### src/design/gbn_pkg.sv
// Shared types, codes and constants of the go-back-N link controller.
`timescale 1ns / 1ps
`default_nettype none

package gbn_pkg;

    localparam int SEQ_BITS_DEF = 3;

    localparam int ACTION_W   = 3;
    localparam int LEN_W      = 9;
    localparam int KIND_W     = 2;
    localparam int SEQ_W      = 3;
    localparam int CMD_W      = 4;
    localparam int VALUE_W    = 16;
    localparam int CFG_IDX_W  = 2;
    localparam int IN_DATA_W  = 16;
    localparam int IN_USER_W  = 6;
    localparam int OUT_DATA_W = 24;
    localparam int OUT_USER_W = 4;

    localparam int MAX_RESULTS = 12;
    localparam int RES_CNT_W   = 4;

    localparam int QUEUE_DEPTH = 2;
    localparam int QUEUE_PTR_W = 1;

    localparam logic [LEN_W-1:0]   MIN_GOOD_LEN     = 9'd6;
    localparam logic [LEN_W-1:0]   HDR_CRC_LEN      = 9'd7;
    localparam logic [VALUE_W-1:0] DATA_TIMEOUT_RST = 16'd2000;
    localparam logic [VALUE_W-1:0] ACK_TIMEOUT_RST  = 16'd1100;

    localparam logic [CFG_IDX_W-1:0] REG_DATA_TIMEOUT = 2'd0;
    localparam logic [CFG_IDX_W-1:0] REG_ACK_TIMEOUT  = 2'd1;

    localparam logic [ACTION_W-1:0] ACT_NET_READY = 3'd0;
    localparam logic [ACTION_W-1:0] ACT_PHY_READY = 3'd1;
    localparam logic [ACTION_W-1:0] ACT_FRAME     = 3'd2;
    localparam logic [ACTION_W-1:0] ACT_DATA_TO   = 3'd3;
    localparam logic [ACTION_W-1:0] ACT_ACK_TO    = 3'd4;

    localparam logic [KIND_W-1:0] FRM_DATA = 2'd0;
    localparam logic [KIND_W-1:0] FRM_NAK  = 2'd2;

    typedef enum logic [CMD_W-1:0] {
        CMD_SEND_DATA  = 4'd0,
        CMD_SEND_ACK   = 4'd1,
        CMD_SEND_NAK   = 4'd2,
        CMD_DELIVER    = 4'd3,
        CMD_START_DATA = 4'd4,
        CMD_STOP_DATA  = 4'd5,
        CMD_START_ACK  = 4'd6,
        CMD_STOP_ACK   = 4'd7,
        CMD_NET_ENABLE = 4'd8
    } gbn_cmd_t;

    typedef enum logic [3:0] {
        EV_NET_READY,
        EV_PHY_READY,
        EV_RX_BAD,
        EV_RX_DATA,
        EV_RX_NAK,
        EV_RX_OTHER,
        EV_DATA_TO,
        EV_ACK_TO,
        EV_NOP
    } gbn_ev_kind_t;

    typedef struct packed {
        gbn_ev_kind_t     kind;
        logic [SEQ_W-1:0] rseq;
        logic [SEQ_W-1:0] rack;
        logic [LEN_W-1:0] dlen;
    } gbn_event_t;

    typedef struct packed {
        logic [VALUE_W-1:0] data_ms;
        logic [VALUE_W-1:0] ack_ms;
    } gbn_timeouts_t;

    typedef struct packed {
        gbn_cmd_t           cmd;
        logic [SEQ_W-1:0]   seq_no;
        logic [SEQ_W-1:0]   ack_no;
        logic [VALUE_W-1:0] value;
        logic               last;
    } gbn_result_t;

endpackage

`default_nettype wire

### src/design/gbn_front.sv
// Input side: accepts event words and classifies them for the sequencer.
`timescale 1ns / 1ps
`default_nettype none

module gbn_front
    import gbn_pkg::*;
(
    input  logic                 s_axis_tvalid,
    output logic                 s_axis_tready,
    // frame_len, rx_seq, rx_ack, zero pad
    input  logic [IN_DATA_W-1:0] s_axis_tdata,
    // action, crc_good, rx_kind
    input  logic [IN_USER_W-1:0] s_axis_tuser,
    output logic                 push,
    output gbn_event_t           push_data,
    input  logic                 full
);

    logic [ACTION_W-1:0] action;
    logic                crc_good;
    logic [KIND_W-1:0]   rx_kind;
    logic [LEN_W-1:0]    frame_len;
    logic                good;

    assign action     = s_axis_tuser[2:0];
    assign crc_good   = s_axis_tuser[3];
    assign rx_kind    = s_axis_tuser[5:4];
    assign frame_len  = s_axis_tdata[8:0];

    assign good          = crc_good && (frame_len >= MIN_GOOD_LEN);
    assign s_axis_tready = !full;
    assign push          = s_axis_tvalid && !full;

    always_comb
    begin
        push_data.rseq = s_axis_tdata[11:9];
        push_data.rack = s_axis_tdata[14:12];
        push_data.dlen = (frame_len > HDR_CRC_LEN) ? (frame_len - HDR_CRC_LEN) : '0;
        case (action)
            ACT_NET_READY: push_data.kind = EV_NET_READY;
            ACT_PHY_READY: push_data.kind = EV_PHY_READY;
            ACT_FRAME:
            begin
                if (!good)
                begin
                    push_data.kind = EV_RX_BAD;
                end
                else
                begin
                    case (rx_kind)
                        FRM_DATA: push_data.kind = EV_RX_DATA;
                        FRM_NAK:  push_data.kind = EV_RX_NAK;
                        default:  push_data.kind = EV_RX_OTHER;
                    endcase
                end
            end
            ACT_DATA_TO:   push_data.kind = EV_DATA_TO;
            ACT_ACK_TO:    push_data.kind = EV_ACK_TO;
            default:       push_data.kind = EV_NOP;
        endcase
    end

endmodule

`default_nettype wire

### src/design/gbn_queue.sv
// Short event queue between the classifier and the sequencer.
`timescale 1ns / 1ps
`default_nettype none

module gbn_queue
    import gbn_pkg::*;
(
    input  logic       clk,
    input  logic       rst_n,
    input  logic       push,
    input  gbn_event_t push_data,
    output logic       full,
    input  logic       pop,
    output gbn_event_t head,
    output logic       not_empty
);

    gbn_event_t             mem [QUEUE_DEPTH];
    logic [QUEUE_PTR_W-1:0] wr_ptr_reg, wr_ptr_next;
    logic [QUEUE_PTR_W-1:0] rd_ptr_reg, rd_ptr_next;
    logic [QUEUE_PTR_W:0]   count_reg, count_next;

    assign full      = (count_reg == (QUEUE_PTR_W + 1)'(QUEUE_DEPTH));
    assign not_empty = (count_reg != '0);
    assign head      = mem[rd_ptr_reg];

    always_comb
    begin
        wr_ptr_next = push ? wr_ptr_reg + 1'b1 : wr_ptr_reg;
        rd_ptr_next = pop ? rd_ptr_reg + 1'b1 : rd_ptr_reg;
        count_next  = count_reg;
        if (push && !pop)
        begin
            count_next = count_reg + 1'b1;
        end
        else if (pop && !push)
        begin
            count_next = count_reg - 1'b1;
        end
    end

    always_ff @(posedge clk or negedge rst_n)
    begin
        if (!rst_n)
        begin
            wr_ptr_reg <= '0;
            rd_ptr_reg <= '0;
            count_reg  <= '0;
        end
        else
        begin
            wr_ptr_reg <= wr_ptr_next;
            rd_ptr_reg <= rd_ptr_next;
            count_reg  <= count_next;
        end
    end

    always_ff @(posedge clk)
    begin
        if (push)
        begin
            mem[wr_ptr_reg] <= push_data;
        end
    end

endmodule

`default_nettype wire

### src/design/gbn_back.sv
// Protocol sequencer: window state, command generation and output register.
`timescale 1ns / 1ps
`default_nettype none

module gbn_back
    import gbn_pkg::*;
#(
    parameter int SEQ_BITS = SEQ_BITS_DEF
)
(
    input  logic          clk,
    input  logic          rst_n,
    input  logic          q_valid,
    input  gbn_event_t    q_head,
    output logic          q_pop,
    input  gbn_timeouts_t tmo,
    output logic          out_valid,
    input  logic          out_ready,
    output gbn_result_t   out_word
);

    typedef enum logic [9:0] {
        S_IDLE       = 10'b0000000001,
        S_DISPATCH   = 10'b0000000010,
        S_STOP_ACK   = 10'b0000000100,
        S_SEND       = 10'b0000001000,
        S_START_DATA = 10'b0000010000,
        S_DELIVER    = 10'b0000100000,
        S_START_ACK  = 10'b0001000000,
        S_ACK_LOOP   = 10'b0010000000,
        S_WIN_CHECK  = 10'b0100000000,
        S_NET_EN     = 10'b1000000000
    } state_t;

    typedef enum logic [1:0] {
        FK_DATA,
        FK_ACK,
        FK_NAK
    } frame_sel_t;

    typedef enum logic [1:0] {
        RET_WIN,
        RET_LOOP,
        RET_NET
    } ret_sel_t;

    localparam logic [SEQ_BITS-1:0] WINDOW  = '1;
    localparam logic [SEQ_BITS-1:0] SEQ_ONE = SEQ_BITS'(1);

    state_t                state_reg, state_next;
    frame_sel_t            fk_reg, fk_next;
    ret_sel_t              ret_reg, ret_next;
    gbn_event_t            ev_reg, ev_next;
    logic [SEQ_BITS-1:0]   upper_reg, upper_next;
    logic [SEQ_BITS-1:0]   lower_reg, lower_next;
    logic [SEQ_BITS-1:0]   rexp_reg, rexp_next;
    logic [SEQ_BITS-1:0]   buf_reg, buf_next;
    logic                  phy_reg, phy_next;
    logic                  nak_ok_reg, nak_ok_next;
    logic                  net_val_reg, net_val_next;
    logic [RES_CNT_W-1:0]  cnt_reg, cnt_next;
    logic                  out_valid_reg, out_valid_next;
    gbn_result_t           out_reg, out_next;

    logic [SEQ_BITS-1:0]   rseq;
    logic [SEQ_BITS-1:0]   rack;
    logic [SEQ_BITS-1:0]   ackv;
    logic [SEQ_BITS-1:0]   win_sum;
    logic                  in_win;
    logic                  can_emit;
    logic                  emit;
    logic                  store;
    gbn_result_t           emit_res;
    state_t                ret_state;

    assign rseq     = SEQ_BITS'(ev_reg.rseq);
    assign rack     = SEQ_BITS'(ev_reg.rack);
    assign ackv     = rexp_reg + WINDOW;
    assign win_sum  = lower_reg + buf_reg;
    assign in_win   = ((lower_reg <= rack) && (rack < upper_reg))
                   || ((upper_reg < lower_reg) && (rack < upper_reg))
                   || ((upper_reg < lower_reg) && (lower_reg <= rack));
    assign can_emit = !out_valid_reg || out_ready;

    assign out_valid = out_valid_reg;
    assign out_word  = out_reg;

    always_comb
    begin
        case (ret_reg)
            RET_LOOP: ret_state = S_ACK_LOOP;
            RET_NET:  ret_state = S_NET_EN;
            default:  ret_state = S_WIN_CHECK;
        endcase
    end

    always_comb
    begin
        state_next   = state_reg;
        fk_next      = fk_reg;
        ret_next     = ret_reg;
        ev_next      = ev_reg;
        upper_next   = upper_reg;
        lower_next   = lower_reg;
        rexp_next    = rexp_reg;
        buf_next     = buf_reg;
        phy_next     = phy_reg;
        nak_ok_next  = nak_ok_reg;
        net_val_next = net_val_reg;
        cnt_next     = cnt_reg;
        q_pop        = 1'b0;
        emit         = 1'b0;
        emit_res     = '0;

        case (state_reg)
            S_IDLE:
            begin
                if (q_valid)
                begin
                    q_pop      = 1'b1;
                    ev_next    = q_head;
                    state_next = S_DISPATCH;
                end
            end
            S_DISPATCH:
            begin
                cnt_next   = '0;
                state_next = S_WIN_CHECK;
                case (ev_reg.kind)
                    EV_NET_READY:
                    begin
                        if (buf_reg != WINDOW)
                        begin
                            buf_next   = buf_reg + SEQ_ONE;
                            fk_next    = FK_DATA;
                            ret_next   = RET_WIN;
                            state_next = S_STOP_ACK;
                        end
                    end
                    EV_PHY_READY: phy_next = 1'b1;
                    EV_RX_BAD:
                    begin
                        if (nak_ok_reg)
                        begin
                            fk_next    = FK_NAK;
                            ret_next   = RET_WIN;
                            state_next = S_STOP_ACK;
                        end
                    end
                    EV_RX_DATA:
                    begin
                        if (rseq == rexp_reg)
                        begin
                            state_next = S_DELIVER;
                        end
                        else if (nak_ok_reg)
                        begin
                            fk_next    = FK_NAK;
                            ret_next   = RET_LOOP;
                            state_next = S_STOP_ACK;
                        end
                        else
                        begin
                            state_next = S_ACK_LOOP;
                        end
                    end
                    EV_RX_NAK:
                    begin
                        if ((rack + SEQ_ONE) == lower_reg)
                        begin
                            upper_next = lower_reg;
                        end
                        state_next = S_ACK_LOOP;
                    end
                    EV_RX_OTHER: state_next = S_ACK_LOOP;
                    EV_DATA_TO:  upper_next = lower_reg;
                    EV_ACK_TO:
                    begin
                        fk_next    = FK_ACK;
                        ret_next   = RET_WIN;
                        state_next = S_STOP_ACK;
                    end
                    default: state_next = S_WIN_CHECK;
                endcase
            end
            S_STOP_ACK:
            begin
                if (can_emit)
                begin
                    emit         = 1'b1;
                    emit_res.cmd = CMD_STOP_ACK;
                    state_next   = S_SEND;
                end
            end
            S_SEND:
            begin
                if (can_emit)
                begin
                    emit            = 1'b1;
                    phy_next        = 1'b0;
                    emit_res.ack_no = SEQ_W'(ackv);
                    case (fk_reg)
                        FK_DATA:
                        begin
                            emit_res.cmd    = CMD_SEND_DATA;
                            emit_res.seq_no = SEQ_W'(upper_reg);
                            state_next      = S_START_DATA;
                        end
                        FK_ACK:
                        begin
                            emit_res.cmd = CMD_SEND_ACK;
                            state_next   = ret_state;
                        end
                        default:
                        begin
                            nak_ok_next  = 1'b0;
                            emit_res.cmd = CMD_SEND_NAK;
                            state_next   = ret_state;
                        end
                    endcase
                end
            end
            S_START_DATA:
            begin
                if (can_emit)
                begin
                    emit            = 1'b1;
                    emit_res.cmd    = CMD_START_DATA;
                    emit_res.seq_no = SEQ_W'(upper_reg);
                    emit_res.value  = tmo.data_ms;
                    upper_next      = upper_reg + SEQ_ONE;
                    state_next      = ret_state;
                end
            end
            S_DELIVER:
            begin
                if (can_emit)
                begin
                    emit           = 1'b1;
                    emit_res.cmd   = CMD_DELIVER;
                    emit_res.value = VALUE_W'(ev_reg.dlen);
                    rexp_next      = rexp_reg + SEQ_ONE;
                    nak_ok_next    = 1'b1;
                    state_next     = S_START_ACK;
                end
            end
            S_START_ACK:
            begin
                if (can_emit)
                begin
                    emit           = 1'b1;
                    emit_res.cmd   = CMD_START_ACK;
                    emit_res.value = tmo.ack_ms;
                    state_next     = S_ACK_LOOP;
                end
            end
            S_ACK_LOOP:
            begin
                if (!in_win)
                begin
                    state_next = S_WIN_CHECK;
                end
                else if (can_emit)
                begin
                    emit            = 1'b1;
                    emit_res.cmd    = CMD_STOP_DATA;
                    emit_res.seq_no = SEQ_W'(lower_reg);
                    buf_next        = (buf_reg == '0) ? '0 : buf_reg - SEQ_ONE;
                    lower_next      = lower_reg + SEQ_ONE;
                end
            end
            S_WIN_CHECK:
            begin
                if (win_sum == upper_reg)
                begin
                    net_val_next = (buf_reg != WINDOW) && phy_reg;
                    state_next   = S_NET_EN;
                end
                else
                begin
                    net_val_next = 1'b0;
                    fk_next      = FK_DATA;
                    ret_next     = RET_NET;
                    state_next   = S_STOP_ACK;
                end
            end
            S_NET_EN:
            begin
                if (can_emit)
                begin
                    emit           = 1'b1;
                    emit_res.cmd   = CMD_NET_ENABLE;
                    emit_res.value = VALUE_W'(net_val_reg);
                    state_next     = S_IDLE;
                end
            end
            default: state_next = S_IDLE;
        endcase

        emit_res.last = (state_reg == S_NET_EN)
                     || (cnt_reg == RES_CNT_W'(MAX_RESULTS - 1));
        store = emit && (cnt_reg < RES_CNT_W'(MAX_RESULTS));

        out_valid_next = out_valid_reg;
        out_next       = out_reg;
        if (store)
        begin
            cnt_next       = cnt_reg + 1'b1;
            out_valid_next = 1'b1;
            out_next       = emit_res;
        end
        else if (out_ready)
        begin
            out_valid_next = 1'b0;
        end
    end

    always_ff @(posedge clk or negedge rst_n)
    begin
        if (!rst_n)
        begin
            state_reg     <= S_IDLE;
            upper_reg     <= '0;
            lower_reg     <= '0;
            rexp_reg      <= '0;
            buf_reg       <= '0;
            phy_reg       <= 1'b0;
            nak_ok_reg    <= 1'b1;
            cnt_reg       <= '0;
            out_valid_reg <= 1'b0;
        end
        else
        begin
            state_reg     <= state_next;
            upper_reg     <= upper_next;
            lower_reg     <= lower_next;
            rexp_reg      <= rexp_next;
            buf_reg       <= buf_next;
            phy_reg       <= phy_next;
            nak_ok_reg    <= nak_ok_next;
            cnt_reg       <= cnt_next;
            out_valid_reg <= out_valid_next;
        end
    end

    always_ff @(posedge clk)
    begin
        fk_reg      <= fk_next;
        ret_reg     <= ret_next;
        ev_reg      <= ev_next;
        net_val_reg <= net_val_next;
        out_reg     <= out_next;
    end

endmodule

`default_nettype wire

### src/design/go_back_n_link_controller_core.sv
// Top level of the go-back-N link controller: config registers, front, queue, sequencer.
// Flow: an accepted word is written into the queue; the idle sequencer pops it, dispatches
// it, then emits its command words, with a step each for ack-loop exit and window check.
// The sequencer takes a new event only after its last word and emits one word per cycle
// while the output is not stalled; the two-entry queue lets input words in while it works.
// Reset: asynchronous; clears window state and queue, timeouts return to 2000 and 1100.
`timescale 1ns / 1ps
`default_nettype none

module go_back_n_link_controller_core
    import gbn_pkg::*;
#(
    parameter int SEQ_BITS = SEQ_BITS_DEF
)
(
    input  logic                  clk,
    input  logic                  rst_n,
    input  logic                  s_axis_tvalid,
    output logic                  s_axis_tready,
    // frame_len, rx_seq, rx_ack, zero pad
    input  logic [IN_DATA_W-1:0]  s_axis_tdata,
    // action, crc_good, rx_kind
    input  logic [IN_USER_W-1:0]  s_axis_tuser,
    output logic                  m_axis_tvalid,
    input  logic                  m_axis_tready,
    // seq_no, ack_no, value, zero pad
    output logic [OUT_DATA_W-1:0] m_axis_tdata,
    // command
    output logic [OUT_USER_W-1:0] m_axis_tuser,
    output logic                  m_axis_tlast,
    input  logic                  cfg_valid,
    output logic                  cfg_ready,
    input  logic [CFG_IDX_W-1:0]  cfg_index,
    input  logic [VALUE_W-1:0]    cfg_data
);

    gbn_timeouts_t tmo_reg, tmo_next;
    logic          push;
    gbn_event_t    push_data;
    logic          full;
    logic          pop;
    gbn_event_t    head;
    logic          not_empty;
    gbn_result_t   res;

    assign cfg_ready = 1'b1;

    always_comb
    begin
        tmo_next = tmo_reg;
        if (cfg_valid)
        begin
            case (cfg_index)
                REG_DATA_TIMEOUT: tmo_next.data_ms = cfg_data;
                REG_ACK_TIMEOUT:  tmo_next.ack_ms  = cfg_data;
                default:          tmo_next = tmo_reg;
            endcase
        end
    end

    always_ff @(posedge clk or negedge rst_n)
    begin
        if (!rst_n)
        begin
            tmo_reg.data_ms <= DATA_TIMEOUT_RST;
            tmo_reg.ack_ms  <= ACK_TIMEOUT_RST;
        end
        else
        begin
            tmo_reg <= tmo_next;
        end
    end

    gbn_front u_front (
        .s_axis_tvalid (s_axis_tvalid),
        .s_axis_tready (s_axis_tready),
        .s_axis_tdata  (s_axis_tdata),
        .s_axis_tuser  (s_axis_tuser),
        .push          (push),
        .push_data     (push_data),
        .full          (full)
    );

    gbn_queue u_queue (
        .clk       (clk),
        .rst_n     (rst_n),
        .push      (push),
        .push_data (push_data),
        .full      (full),
        .pop       (pop),
        .head      (head),
        .not_empty (not_empty)
    );

    gbn_back #(
        .SEQ_BITS (SEQ_BITS)
    ) u_back (
        .clk       (clk),
        .rst_n     (rst_n),
        .q_valid   (not_empty),
        .q_head    (head),
        .q_pop     (pop),
        .tmo       (tmo_reg),
        .out_valid (m_axis_tvalid),
        .out_ready (m_axis_tready),
        .out_word  (res)
    );

    assign m_axis_tdata = {2'b00, res.value, res.ack_no, res.seq_no};
    assign m_axis_tuser = res.cmd;
    assign m_axis_tlast = res.last;

    a_cmd_range: assert property (@(posedge clk) disable iff (!rst_n)
        m_axis_tvalid |-> (m_axis_tuser <= CMD_NET_ENABLE))
        else $error("command code out of range");

    a_enable_last: assert property (@(posedge clk) disable iff (!rst_n)
        (m_axis_tvalid && (m_axis_tuser == CMD_NET_ENABLE)) |-> m_axis_tlast)
        else $error("network enable word not marked last");

    a_enable_payload: assert property (@(posedge clk) disable iff (!rst_n)
        (m_axis_tvalid && (m_axis_tuser == CMD_NET_ENABLE))
            |-> ((m_axis_tdata[21:7] == '0) && (m_axis_tdata[5:0] == '0)))
        else $error("network enable word carries stray fields");

    a_seq_only_on_data: assert property (@(posedge clk) disable iff (!rst_n)
        (m_axis_tvalid && (m_axis_tdata[2:0] != '0))
            |-> ((m_axis_tuser == CMD_SEND_DATA) || (m_axis_tuser == CMD_START_DATA)
              || (m_axis_tuser == CMD_STOP_DATA)))
        else $error("sequence number on a non-data command");

endmodule

`default_nettype wire

### config.mk
export PLATFORM = sky130hd
export DESIGN_NAME = go_back_n_link_controller_core
export DESIGN_NICKNAME = d
export VERILOG_FILES = /design/src/design/gbn_pkg.sv /design/src/design/gbn_front.sv /design/src/design/gbn_queue.sv /design/src/design/gbn_back.sv /design/src/design/go_back_n_link_controller_core.sv
export SDC_FILE = /design/constraint.sdc
export NUM_CORES = 1
export LEC_CHECK = 0
export ABC_AREA = 0
export BUFFER_PORTS_ARGS = -buffer_cell sky130_fd_sc_hd__buf_4
export CORE_ASPECT_RATIO = 0.9
export CORE_MARGIN = 2
export CORE_UTILIZATION = 30
export DETAILED_ROUTE_END_ITERATION = 10
export HOLD_SLACK_MARGIN = 0.1
export PLACE_DENSITY = 0.47
export SLEW_MARGIN = 20
export SYNTH_ARGS = -nofsm -noshare
export SYNTH_HDL_FRONTEND = slang
export SYNTH_SLANG_ARGS = --single-unit
### constraint.sdc
create_clock -name clk -period 5.2 [get_ports clk]
set_input_delay 0.26 -clock clk [delete_from_list [all_inputs] [get_ports clk]]
set_output_delay 0.26 -clock clk [all_outputs]
set_load 0.02 [all_outputs]
==> out/qor.yml <==
grt_max_degree: 66
cts.sinks: 154
drv_slew: 0
portBuffers: 72
dp.cells: 914
fp.dieW_microns: 167
final_util: 0.379
grtUsageTotal: 0.127
ys_async_sr_fraction: 0.422
root_buffer: "clkbuf_16"
slew_headroom: 0.282
cts_tree: "done"
core-area_sq_um: 23500
grt_pass1_vias: 4683
yosys_warnings: 0
antennaDiodeCount: 0
clk_latency_ps: 430
max-vdd-ir-drop_uv: 206
violations: "DRC"
worstSetupStartpointType: "flop"
pwr_density_cell_nw_per_um2: 492
slowest_delay_ps: 570
final_common_cell: "edfxtp_1"
hold_viol: 0
via_count: 4536
nets: 724
fin_crit_sh: 0.623
drv_cap: 0
first_pass_iters: 7
crit_slowest_cell: "and2_1"
synthesis.area_sq_um: 7220
tightestPinTransition_ps: 1080
dp_hpwl_microns: 11000
rr_worst_depth: 8
cts_max_level: 4
synth_edf_count: 89
areaGrowthSynthToFinish_pct: 23.2
clk_pin_slew_ps: 60
min_to: "u_queue.wr_ptr_reg$_DFFE_PN0P_"
hp-start: "s_axis_tvalid"
die_height_microns: 151
drc: 4
reg2reg_from: "u_back.lower_reg[1]$_DFFE_PN0P_"
post-route-min-period_ps: 3240
yosys.area.top_type: "edfxtp_1"
max_freq_mhz: 309
overflow: 0
cts_buffers: 17
synth_flop_cell: "edfxtp_1"
viasPerCell: 4.68
largest_reg_flops: 38
tns_ps: 0
clockBufferDepth: 2
hold_class: "in -> reg"
worstPathCellList: "ha_1 -> nor2b_1 -> o21ai_0 -> a32oi_1 -> maj3_1 -> o21ai_2 -> and2_1 -> buf_4"
drive_gt1_frac: 0.285
die_area_sq_um: 25300
syn_inst: 552
synth_area_leaders: "edfxtp_1 (37%), dfrtp_1 (18%), mux2_2 (8.1%)"
ys_ff_latch: 154
antenna_found_initial: 0
avgSynthCellArea_sq_um: 13.1
fin_area_sq_um: 8890
cp_max_fo: 17
routed_wl_microns: 15400
gp_congestion: 0.787
r2r-end: "u_back.out_word[22]$_DFFE_PP_"
instances_no_fill: 969
place_area_sq_um: 8090
rsz0062_at_grt: "no"
route.antenna.remaining_nets: 0
drt_iter0_markers: 217
fin_skew_ps: 29.0
power_leakage_uw: 0.00370
grt_pass1_wl_microns: 24700
status: "finished, violations left"
cp.arrival_ps: 3340
rows: 53
io_pins: 77
crit_path_end_kind: "flop"
worstHoldPathCells: 3
start_util: 0.307
setup_viol: 0
cp.required_ps: 5300
yosysUniqueCellTypes: 69
mostFrequentLayoutCells: "edfxtp_1 (89), buf_4 (77), dfrtp_1 (53)"
critPathKind: "reg -> reg"
yosysSeqAreaShare: 0.598
rrSetupSlack_ps: 1960
yosys.area.top_type_share: 0.370
routedWlPerCell_microns: 15.9
whs_ps: 169
-- critical path, delay by kind of cell (launching register included) --
kind	cells	cell delay, ps
compound gates	3	500
fa+ha+maj	2	870
buf+inv	1	390
flops	1	450
simple gates	2	700
-- per-layer routing --
metal	share of wire	vias to the layer above	track usage
met2	0.47	85	0.200
met1	0.49	2228	0.170
met3	0.036	6	0.0324
li1	-	2217	-
met4	0.0090	0	0.0448
met5	0	-	0
-- cells by family after synthesis --
family,after synthesis,synth area share
XOR/XNOR,27,0.0328
multiplexers,60,0.0929
AND/OR/NAND/NOR,145,0.115
AO/OA/AOI/OAI,87,0.0851
adder cells (fa/ha/maj),26,0.0458
buffers and inverters,51,0.0298
flip-flops,154,0.598
other,2,0.00104
-- cell type report --
cell class,count,area [sq um]
clock inverters,13,130
flip-flops and latches,154,4310
fillers,2275,14600
well taps,302,378
inverters,33,124
multi-input cells,348,2700
clock buffers,19,443
repair buffers,100,808
-- worst max path at each step --
stage,start,end,slack (ps)
CTS,u_back.lower_reg[1]$_DFFE_PN0P_,u_back.out_word[19]$_SDFFCE_PN0P_,1920
detailed placement,u_back.lower_reg[1]$_DFFE_PN0P_,u_back.out_word[20]$_DFFE_PP_,1910
floorplan,u_back.lower_reg[1]$_DFFE_PN0P_,u_back.out_word[0]$_DFFE_PP_,2350
global placement,u_back.lower_reg[1]$_DFFE_PN0P_,u_back.out_word[21]$_DFFE_PP_,1970
finish,u_back.lower_reg[1]$_DFFE_PN0P_,u_back.out_word[22]$_DFFE_PP_,1960
global route,u_back.lower_reg[1]$_DFFE_PN0P_,u_back.out_word[22]$_DFFE_PP_,1760
-- through the flow --
| stage | setup slack (ps) | power (uW) |
|---|---|---|
| after floorplan | 2350 | 2800 |
| after CTS | 1920 | 4440 |
| after global routing | 1760 | 4640 |
| final | 1960 | 4370 |
| after detailed placement | 1910 | 3200 |
| after global placement | 1970 | 3160 |
-- cells in the mapped netlist, drive strengths merged, types with 3 or more instances --
master and n:
mux2 53, o31ai 3, xnor2 17, edfxtp 89
nor2 45, a21oi 18, ha 24, nand2 26
a31oi 3, nand3 12, nand4b 3, a222oi 8
mux2i 7, nand2b 9, nand3b 3, or2 3
nor3 6, nand4 6, nor4 4, dfstp 12
dfrtp 53, clkbuf 10, xor2 10, inv 33
buf 8, nor3b 6, a21o 7, o21ai 23
a22o 11, nor2b 10
-- report_power, final --
part / total [uW] / internal [uW] / switching (uW)
clock network: 1200 / 685 / 518
logic: 1210 / 520 / 686
registers: 1960 / 1710 / 250
-- timing repair --
item / CTS / global route
buffers inserted: 0 / 0
endpoints found under the hold margin: 97 / 0
gates resized for setup: 0 / 0
hold buffers: 23 / 0
Power figures use the tool's default switching activity.
